### src/rtl/ffd_pkg.sv
// ffd_pkg: shared constants, types and helpers of the fixed frame deframer
// no dependencies; compiled first

package ffd_pkg;

  localparam int WIN_LEN = 42;
  localparam int IDX_W = $clog2(WIN_LEN);
  localparam int CNT_W = $clog2(WIN_LEN + 1);
  localparam int CFG_IDX_W = 2;

  localparam logic [7:0] HEADER_FIRST_RST  = 8'hAA;
  localparam logic [7:0] HEADER_SECOND_RST = 8'h55;
  localparam logic [7:0] TAIL_VALUE_RST    = 8'h00;

  localparam logic [CFG_IDX_W-1:0] REG_HEADER_FIRST  = CFG_IDX_W'(0);
  localparam logic [CFG_IDX_W-1:0] REG_HEADER_SECOND = CFG_IDX_W'(1);
  localparam logic [CFG_IDX_W-1:0] REG_TAIL_VALUE    = CFG_IDX_W'(2);

  localparam logic [CNT_W-1:0] CNT_FULL_M1 = CNT_W'(WIN_LEN - 1);

  typedef logic [IDX_W-1:0] idx_t;
  typedef logic [CNT_W-1:0] cnt_t;

  typedef enum logic [1:0] {
    ST_IDLE,
    ST_FETCH,
    ST_EMIT_RD,
    ST_EMIT_LD
  } state_t;

  typedef struct packed {
    logic accept;    // write received byte into window
    logic drop;      // header or tail mismatch: slide window by one
    logic consume;   // headers and tail matched: window emptied
    logic fetch_ld;  // capture refreshed second-oldest byte
    logic emit_rd;   // read next frame byte
    logic emit_ld;   // load frame byte into output register
  } cmd_t;

  typedef struct packed {
    logic fill_hit;  // next byte fills the window
    logic hdr_ok;    // headers and tail match with the incoming byte
    logic sum_ok;    // checksum matches with the incoming byte
    logic out_free;  // output register can take a byte next cycle
    logic emit_last; // current emit byte is the final one
  } status_t;

  // ring index add, a < WIN_LEN and b < WIN_LEN
  function automatic idx_t wrap_add(idx_t a, cnt_t b);
    logic [CNT_W:0] s;
    s = {{(CNT_W + 1 - IDX_W){1'b0}}, a} + {1'b0, b};
    if (s >= (CNT_W + 1)'(WIN_LEN)) begin
      s = s - (CNT_W + 1)'(WIN_LEN);
    end
    return s[IDX_W-1:0];
  endfunction

endpackage

### src/rtl/ffd_if.sv
// ffd_if: channel interfaces for received bytes, frame bytes and register writes
// depends on ffd_pkg for the register index width

interface ffd_rx_if;
  logic       valid;
  logic       ready;
  logic [7:0] rx_byte;
  modport source (output valid, output rx_byte, input ready);
  modport sink (input valid, input rx_byte, output ready);
endinterface

interface ffd_frame_if;
  logic       valid;
  logic       ready;
  logic [7:0] frame_byte;
  logic       frame_last;
  modport source (output valid, output frame_byte, output frame_last, input ready);
  modport sink (input valid, input frame_byte, input frame_last, output ready);
endinterface

interface ffd_cfg_if;
  logic                           valid;
  logic                           ready;
  logic [ffd_pkg::CFG_IDX_W-1:0]  index;
  logic [7:0]                     data;
  modport source (output valid, output index, output data, input ready);
  modport sink (input valid, input index, input data, output ready);
endinterface

### src/rtl/ffd_ctrl.sv
// ffd_ctrl: controller state machine of the deframer
// depends on ffd_pkg for state, command and status types

module ffd_ctrl (
  input  logic              clk,
  input  logic              rst,
  input  logic              in_valid,
  output logic              in_ready,
  input  ffd_pkg::status_t  st,
  output ffd_pkg::cmd_t     cmd
);
  import ffd_pkg::*;

  state_t state, state_next;

  always_ff @(posedge clk) begin
    if (rst) begin
      state <= ST_IDLE;
    end else begin
      state <= state_next;
    end
  end

  always_comb begin
    state_next = state;
    cmd        = '0;
    in_ready   = 1'b0;
    unique case (state)
      ST_IDLE: begin
        in_ready = 1'b1;
        if (in_valid) begin
          cmd.accept = 1'b1;
          if (st.fill_hit) begin
            if (!st.hdr_ok) begin
              cmd.drop   = 1'b1;
              state_next = ST_FETCH;
            end else begin
              cmd.consume = 1'b1;
              if (st.sum_ok) begin
                state_next = ST_EMIT_RD;
              end
            end
          end
        end
      end
      ST_FETCH: begin
        cmd.fetch_ld = 1'b1;
        state_next   = ST_IDLE;
      end
      ST_EMIT_RD: begin
        if (st.out_free) begin
          cmd.emit_rd = 1'b1;
          state_next  = ST_EMIT_LD;
        end
      end
      ST_EMIT_LD: begin
        cmd.emit_ld = 1'b1;
        state_next  = st.emit_last ? ST_IDLE : ST_EMIT_RD;
      end
      default: begin
        state_next = ST_IDLE;
      end
    endcase
  end

endmodule

### src/rtl/ffd_dpath.sv
// ffd_dpath: window ring memory, header tracking, running xor, config and output register
// depends on ffd_pkg for widths, command and status types

module ffd_dpath (
  input  logic                           clk,
  input  logic                           rst,
  input  ffd_pkg::cmd_t                  cmd,
  output ffd_pkg::status_t               st,
  input  logic [7:0]                     rx_byte,
  input  logic                           cfg_we,
  input  logic [ffd_pkg::CFG_IDX_W-1:0]  cfg_index,
  input  logic [7:0]                     cfg_data,
  output logic                           out_valid,
  input  logic                           out_ready,
  output logic [7:0]                     frame_byte,
  output logic                           frame_last
);
  import ffd_pkg::*;

  logic [7:0] mem [WIN_LEN];
  logic [7:0] rdata;
  idx_t       raddr;
  idx_t       waddr;

  logic [7:0] header_first, header_second, tail_value;
  idx_t       head;
  cnt_t       fill;
  cnt_t       emit_k;
  logic [7:0] total;   // xor of all bytes held in the window
  logic [7:0] first0, first1;

  assign waddr = wrap_add(head, fill);
  // on a slide, fetch the byte that becomes second oldest
  assign raddr = cmd.drop ? wrap_add(head, CNT_W'(2)) : wrap_add(head, emit_k);

  always_ff @(posedge clk) begin
    if (cmd.accept) begin
      mem[waddr] <= rx_byte;
    end
    rdata <= mem[raddr];
  end

  always_comb begin
    st.fill_hit  = (fill == CNT_FULL_M1);
    st.hdr_ok    = (first0 == header_first) && (first1 == header_second) &&
                   (rx_byte == tail_value);
    // payload xor equals the check byte iff the rest of the frame xors to zero
    st.sum_ok    = ((total ^ rx_byte ^ header_first ^ header_second ^ tail_value) == 8'h00);
    st.out_free  = !out_valid || out_ready;
    st.emit_last = (emit_k == CNT_FULL_M1);
  end

  always_ff @(posedge clk) begin
    if (rst) begin
      header_first  <= HEADER_FIRST_RST;
      header_second <= HEADER_SECOND_RST;
      tail_value    <= TAIL_VALUE_RST;
    end else if (cfg_we) begin
      case (cfg_index)
        REG_HEADER_FIRST:  header_first  <= cfg_data;
        REG_HEADER_SECOND: header_second <= cfg_data;
        REG_TAIL_VALUE:    tail_value    <= cfg_data;
        default: ;
      endcase
    end
  end

  always_ff @(posedge clk) begin
    if (rst) begin
      head  <= '0;
      fill  <= '0;
      total <= '0;
    end else if (cmd.drop) begin
      head  <= wrap_add(head, CNT_W'(1));
      fill  <= CNT_FULL_M1;
      total <= total ^ rx_byte ^ first0;
    end else if (cmd.consume) begin
      fill  <= '0;
      total <= '0;
    end else if (cmd.accept) begin
      fill  <= fill + CNT_W'(1);
      total <= total ^ rx_byte;
    end
  end

  always_ff @(posedge clk) begin
    if (cmd.drop) begin
      first0 <= first1;
    end else if (cmd.accept && (fill == '0)) begin
      first0 <= rx_byte;
    end
    if (cmd.fetch_ld) begin
      first1 <= rdata;
    end else if (cmd.accept && (fill == CNT_W'(1))) begin
      first1 <= rx_byte;
    end
  end

  always_ff @(posedge clk) begin
    if (rst) begin
      emit_k <= '0;
    end else if (cmd.consume) begin
      emit_k <= '0;
    end else if (cmd.emit_ld) begin
      emit_k <= emit_k + CNT_W'(1);
    end
  end

  always_ff @(posedge clk) begin
    if (rst) begin
      out_valid <= 1'b0;
    end else if (cmd.emit_ld) begin
      out_valid <= 1'b1;
    end else if (out_ready) begin
      out_valid <= 1'b0;
    end
  end

  always_ff @(posedge clk) begin
    if (cmd.emit_ld) begin
      frame_byte <= rdata;
      frame_last <= st.emit_last;
    end
  end

endmodule

### src/rtl/fixed_frame_deframer_xor_unit.sv
// fixed_frame_deframer_xor_unit: top level, joins controller and datapath
// depends on ffd_pkg, ffd_if, ffd_ctrl, ffd_dpath
//
//   channel  dir  payload                  transaction when
//   rx       in   rx_byte[7:0]             rx.valid && rx.ready
//   frame    out  frame_byte[7:0], last    frame.valid && frame.ready
//   cfg      in   index[1:0], data[7:0]    cfg.valid && cfg.ready (always ready)
//
// a received byte is taken in ST_IDLE; a header or tail mismatch slides the window
// and ST_FETCH takes the refreshed second byte from the window memory read port
// a valid frame is sent as 42 bytes, each read then loaded via the one read port;
// no rx byte is taken until the last frame byte is in the output register
// synchronous reset clears control state and restores the register defaults
// the output register holds a byte under stall while the next rx byte is taken

module fixed_frame_deframer_xor_unit (
  input  logic  clk,
  input  logic  rst,
  ffd_rx_if.sink      rx,
  ffd_frame_if.source frame,
  ffd_cfg_if.sink     cfg
);
  import ffd_pkg::*;

  cmd_t    cmd;
  status_t st;
  logic    out_valid;

  assign cfg.ready   = 1'b1;
  assign frame.valid = out_valid;

  ffd_ctrl u_ctrl (
    .clk      (clk),
    .rst      (rst),
    .in_valid (rx.valid),
    .in_ready (rx.ready),
    .st       (st),
    .cmd      (cmd)
  );

  ffd_dpath u_dpath (
    .clk        (clk),
    .rst        (rst),
    .cmd        (cmd),
    .st         (st),
    .rx_byte    (rx.rx_byte),
    .cfg_we     (cfg.valid),
    .cfg_index  (cfg.index),
    .cfg_data   (cfg.data),
    .out_valid  (out_valid),
    .out_ready  (frame.ready),
    .frame_byte (frame.frame_byte),
    .frame_last (frame.frame_last)
  );

  // mid-frame no rx byte may be taken
  a_no_rx_mid_frame: assert property (@(posedge clk) disable iff (rst)
    frame.valid && !frame.frame_last |-> !rx.ready)
    else $error("rx byte taken while a frame is being sent");

  // a slide is followed by the refresh fetch and no new byte
  a_drop_fetch: assert property (@(posedge clk) disable iff (rst)
    cmd.drop |=> cmd.fetch_ld && !rx.ready)
    else $error("window slide not followed by fetch");

  // each output load follows a memory read
  a_load_after_read: assert property (@(posedge clk) disable iff (rst)
    cmd.emit_ld |-> $past(cmd.emit_rd))
    else $error("frame byte loaded without a read");

endmodule
### src/flat_wrapper.sv
// flat-port wrapper written by rule: the top's interface ports become plain ports
module fixed_frame_deframer_xor_unit_flat import ffd_pkg::*;
  (clk, rst, rx_valid, rx_rx_byte, rx_ready, frame_valid, frame_frame_byte, frame_frame_last, frame_ready, cfg_valid, cfg_index, cfg_data, cfg_ready);
  ffd_rx_if rx_i ();
  ffd_frame_if frame_i ();
  ffd_cfg_if cfg_i ();
  input  logic clk;
  input  logic rst;
  input wire logic [$bits(rx_i.valid)-1:0] rx_valid;
  input wire logic [$bits(rx_i.rx_byte)-1:0] rx_rx_byte;
  output wire logic [$bits(rx_i.ready)-1:0] rx_ready;
  output wire logic [$bits(frame_i.valid)-1:0] frame_valid;
  output wire logic [$bits(frame_i.frame_byte)-1:0] frame_frame_byte;
  output wire logic [$bits(frame_i.frame_last)-1:0] frame_frame_last;
  input wire logic [$bits(frame_i.ready)-1:0] frame_ready;
  input wire logic [$bits(cfg_i.valid)-1:0] cfg_valid;
  input wire logic [$bits(cfg_i.index)-1:0] cfg_index;
  input wire logic [$bits(cfg_i.data)-1:0] cfg_data;
  output wire logic [$bits(cfg_i.ready)-1:0] cfg_ready;
  assign rx_i.valid = rx_valid;
  assign rx_i.rx_byte = rx_rx_byte;
  assign rx_ready = rx_i.ready;
  assign frame_valid = frame_i.valid;
  assign frame_frame_byte = frame_i.frame_byte;
  assign frame_frame_last = frame_i.frame_last;
  assign frame_i.ready = frame_ready;
  assign cfg_i.valid = cfg_valid;
  assign cfg_i.index = cfg_index;
  assign cfg_i.data = cfg_data;
  assign cfg_ready = cfg_i.ready;
  fixed_frame_deframer_xor_unit u_core (.clk(clk), .rst(rst), .rx(rx_i), .frame(frame_i), .cfg(cfg_i));
endmodule
### config.mk
export PLATFORM = sky130hd
export DESIGN_NAME = fixed_frame_deframer_xor_unit_flat
export DESIGN_NICKNAME = d
export VERILOG_FILES = /design/src/rtl/ffd_pkg.sv /design/src/rtl/ffd_if.sv /design/src/rtl/ffd_ctrl.sv /design/src/rtl/ffd_dpath.sv /design/src/rtl/fixed_frame_deframer_xor_unit.sv /design/src/flat_wrapper.sv
export SDC_FILE = /design/constraint.sdc
export NUM_CORES = 1
export LEC_CHECK = 0
export BUFFER_PORTS_ARGS = -buffer_cell sky130_fd_sc_hd__buf_4
export CAP_MARGIN = 20
export CORE_MARGIN = 1.5
export CORE_UTILIZATION = 59
export CTS_BUF_LIST = sky130_fd_sc_hd__clkbuf_8
export DETAILED_ROUTE_END_ITERATION = 8
export PLACE_DENSITY_LB_ADDON = 0.12
export SLEW_MARGIN = 20
export SYNTH_ARGS = -nofsm -noshare
export SYNTH_HDL_FRONTEND = slang
export SYNTH_SLANG_ARGS = --single-unit
### constraint.sdc
create_clock -name clk -period 4.2 [get_ports clk]
set_input_delay 0.42 -clock clk [delete_from_list [all_inputs] [get_ports clk]]
set_output_delay 0.42 -clock clk [all_outputs]
set_load 0.1 [all_outputs]
==> results.json <==
{
  "wire_length_of_the_first_global_routing_pass_mm": 70.8,
  "outcome": "completed",
  "layout_common_cells": "edfxtp_1 (361), mux2i_1 (200), nand2_1 (133)",
  "postCtsSetupBuffers": 0,
  "maxCapViolations": 0,
  "post_drt_wl_per_cell_microns": 22.5,
  "synth.net_count": 1526,
  "yosys_warn_count": 0,
  "synth_flop_cell": "edfxtp_1",
  "initial_utilization_pct": 59.7,
  "async_flop_share_pct": 0,
  "drc_errors": 0,
  "synth.largest_area_cell": "edfxtp_1",
  "finalNetCount": 1644,
  "fillCellCount": 2343,
  "grt.total_usage_pct": 28.4,
  "average_cell_area_after_synthesis_sq_um": 13.1,
  "synth_seq_area_share_pct": 62.2,
  "final.setup_skew_ns": 0.0375,
  "max_freq_mhz": 247,
  "ys_types": 76,
  "grt_setup_unrepaired": "true",
  "gpl.final_weighted_congestion": 0.932,
  "detail_route.first_pass.iterations": 6,
  "worst_hold_slack_ns": 0.0517,
  "critPathMaxStageDelay_ns": 0.62,
  "design.die.area_sq_mm": 0.0339,
  "ios": 35,
  "final.period_utilization_pct": 96.6,
  "post_synth_instance_area_sq_mm": 0.0194,
  "largest_net_degree_at_the_start_of_global_routing": 63,
  "route.detailed.vias_per_inst": 5.91,
  "worstPathArrival_ns": 4.30,
  "synth-edff-count": 361,
  "placed_cells": 1959,
  "setup_violations": 0,
  "cellPowerDensity_mw_per_mm2": 386,
  "cts_inserted_buffers": 70,
  "hpwl_mm": 30.7,
  "cts_sink_cnt": 422,
  "netlist_instances": 1477,
  "insertion_delay_ns": 0.62,
  "final_common_cell": "edfxtp_1",
  "total_number_of_vias": 12400,
  "final_util_pct": 67.6,
  "grt_overflow_total": 0,
  "timing.final.ws_setup_ns": 0.145,
  "p_leak_nw": 8.64,
  "remaining_antenna_violation_count": 0,
  "rows": 66,
  "tritoncts": "done",
  "post_layout_nonfiller_instances": 2091,
  "antenna_found_initial": 0,
  "critical_path_buf_inv_count": 2,
  "power_mw": 8.47,
  "fp.dieH_microns": 184,
  "timing.reg2reg.setup_slack_ns": 0.14,
  "coreArea_sq_mm": 0.0325,
  "cts_root_buf": "clkbuf_8",
  "timing.critical_path.max_delay_family": "adder cells",
  "irDropWorstVdd_mv": 0.379,
  "yosys.area.top_type_share_pct": 55.9,
  "clock_tree.buffer_depth": 3,
  "worst-path-max-fanout": 8,
  "setup.worst_path.class": "reg2reg",
  "crit_required_ns": 4.44,
  "dr.first_iter.drc_count": 1165,
  "port_buffers": 33,
  "fp.dieW_microns": 184,
  "grt_pass1_vias": 11700,
  "worstPathCellList": "buf_4, ha_1, fa_1, xnor2_1, ha_1, nand2_1, a21oi_1, o21ai_0, buf_4, nor2_1, a21o_1, nand2_1, nor2_1",
  "critical_path.startpoint_type": "register",
  "clk_pin_slew_worst_paths_ns": 0.06,
  "antenna_cell_count": 0,
  "areaGrowthSynthToFinish_pct": 13.3,
  "synth.area.top_cells": "edfxtp_1 (56%), mux2i_1 (10%), dfxtp_1 (6.3%)",
  "post-place-ws_ns": 0.154,
  "timing.final.crit_period_ns": 4.06,
  "worst_slew_pin_slew_ns": 1.09,
  "finalHoldViolCount": 0,
  "worst_setup_path_end_kind": "register",
  "timing.max_slew.rel_slack_pct": 26.9,
  "drive_gt1_share_pct": 16.0,
  "ys_ff_latch": 422,
  "number_of_h_tree_levels": 3,
  "worstHoldPathType": "in2reg",
  "timing.critical_path.slowest_stage_cell": "nor2_1",
  "number_of_max_slew_violations_in_the_final_report": 0,
  "routed_wirelength_mm": 47.0
}
[per-stage QoR]
stage          setup TNS, ns  instance area [sq um]
3_5_place_dp               0                  20500
6_report                   0                  21900
4_1_cts                    0                  21900
2_1_floorplan              0                  19400
3_3_place_gp               0                  20500
5_1_grt                -1.63                  21900
[registers in the layout, summed over array words and instances (netlist names)]
name,flops
u_core.u_dpath.header_second,8
u_core.u_dpath.frame_byte,8
u_core.u_dpath.header_first,8
u_core.u_dpath.total,8
u_core.u_dpath.fill,6
u_core.u_dpath.out_valid,1
u_core.u_dpath.head,6
u_core.u_ctrl.state,2
u_core.u_dpath.mem,336
u_core.u_dpath.rdata,8
u_core.u_dpath.frame_last,1
u_core.u_dpath.first0,8
u_core.u_dpath.emit_k,6
u_core.u_dpath.first1,8
u_core.u_dpath.tail_value,8
[final cells by class]
class / count / area [sq um] / share of cell area (%)
Clock buffer: 75 / 1030 / 4.70
Timing Repair Buffer: 128 / 1060 / 4.85
Inverter: 22 / 82.6 / 0.376
Clock inverter: 51 / 318 / 1.45
Tap cell: 442 / 553 / 2.52
Sequential cell: 422 / 12100 / 55.0
Multi-Input combinational cell: 951 / 6840 / 31.2
[cell families (layout without fill, tap and decap cells)]
group | Yosys count | in the layout | share of synthesized area (%)
xor gates and xnor gates | 76 | 76 | 3.51
other | 1 | 1 | 0.0193
DFF | 422 | 422 | 62.2
AOI/OAI and AO/OA | 227 | 227 | 8.41
buffers and inverters | 104 | 276 | 2.69
muxes | 227 | 227 | 11.9
and+or+nand+nor | 394 | 394 | 9.48
adders and majority gates | 26 | 26 | 1.76
[worst min-delay path, cell delays in order]
cell and delay (ns):
buf_4 0.09, mux2i_1 0.05, nor2_1 0.07
[cell usage after synthesis, types with 6 or more instances]
cell type,count
inv_1,21
mux2i_1,200
and3_1,8
ha_1,24
nor4_1,6
clkbuf_1,31
xor2_1,26
o21ai_0,24
o211ai_1,20
mux2_2,27
nand3b_1,7
dfxtp_1,61
nor3_1,17
a21o_1,11
or3_1,8
a211oi_1,37
edfxtp_1,361
nand2_1,133
or4_1,8
nand4_1,10
o22ai_1,10
and2_1,28
buf_2,33
nand3_1,17
nor2b_1,9
buf_4,8
xnor2_1,48
a21oi_1,44
a311o_1,15
a211o_1,9
nor2_1,123
buf_6,8
[final timing paths]
kind	to	from	depth (start not counted)
hold reg to reg	u_core.u_dpath.out_valid$_SDFFE_PP0P_	u_core.u_dpath.out_valid$_SDFFE_PP0P_	2
hold / removal	u_core.u_dpath.tail_value[4]$_SDFFE_PP0P_	cfg_data[4]	3
setup reg to reg	u_core.u_dpath.mem[12][7]$_DFFE_PP_	u_core.u_dpath.head[0]$_SDFFE_PP0P_	13
setup / recovery	u_core.u_dpath.mem[12][7]$_DFFE_PP_	u_core.u_dpath.head[0]$_SDFFE_PP0P_	13
[power breakdown]
part	switching [mW]	leakage (nW)	total (mW)	internal, mW
Sequential	0.0483	3.76	4.64	4.60
Clock	1.63	0.783	3.48	1.85
Combinational	0.215	4.10	0.345	0.130
[layer usage]
metal  vias up  share of wire, %  track usage [%]
li1       5775                 -                -
met1      6049                44             40.3
met2       450                47             44.7
met3        89               6.8             4.86
met4         0               2.5             9.02
met5         -                 0                0
[repair_timing]
item | CTS | global route
resized for setup | 0 | 3
hold endpoints to repair | 4 | 0
setup endpoints to repair | 0 | 55
hold buffers | 4 | 0
No activity file was read; power rests on OpenSTA's default activity.
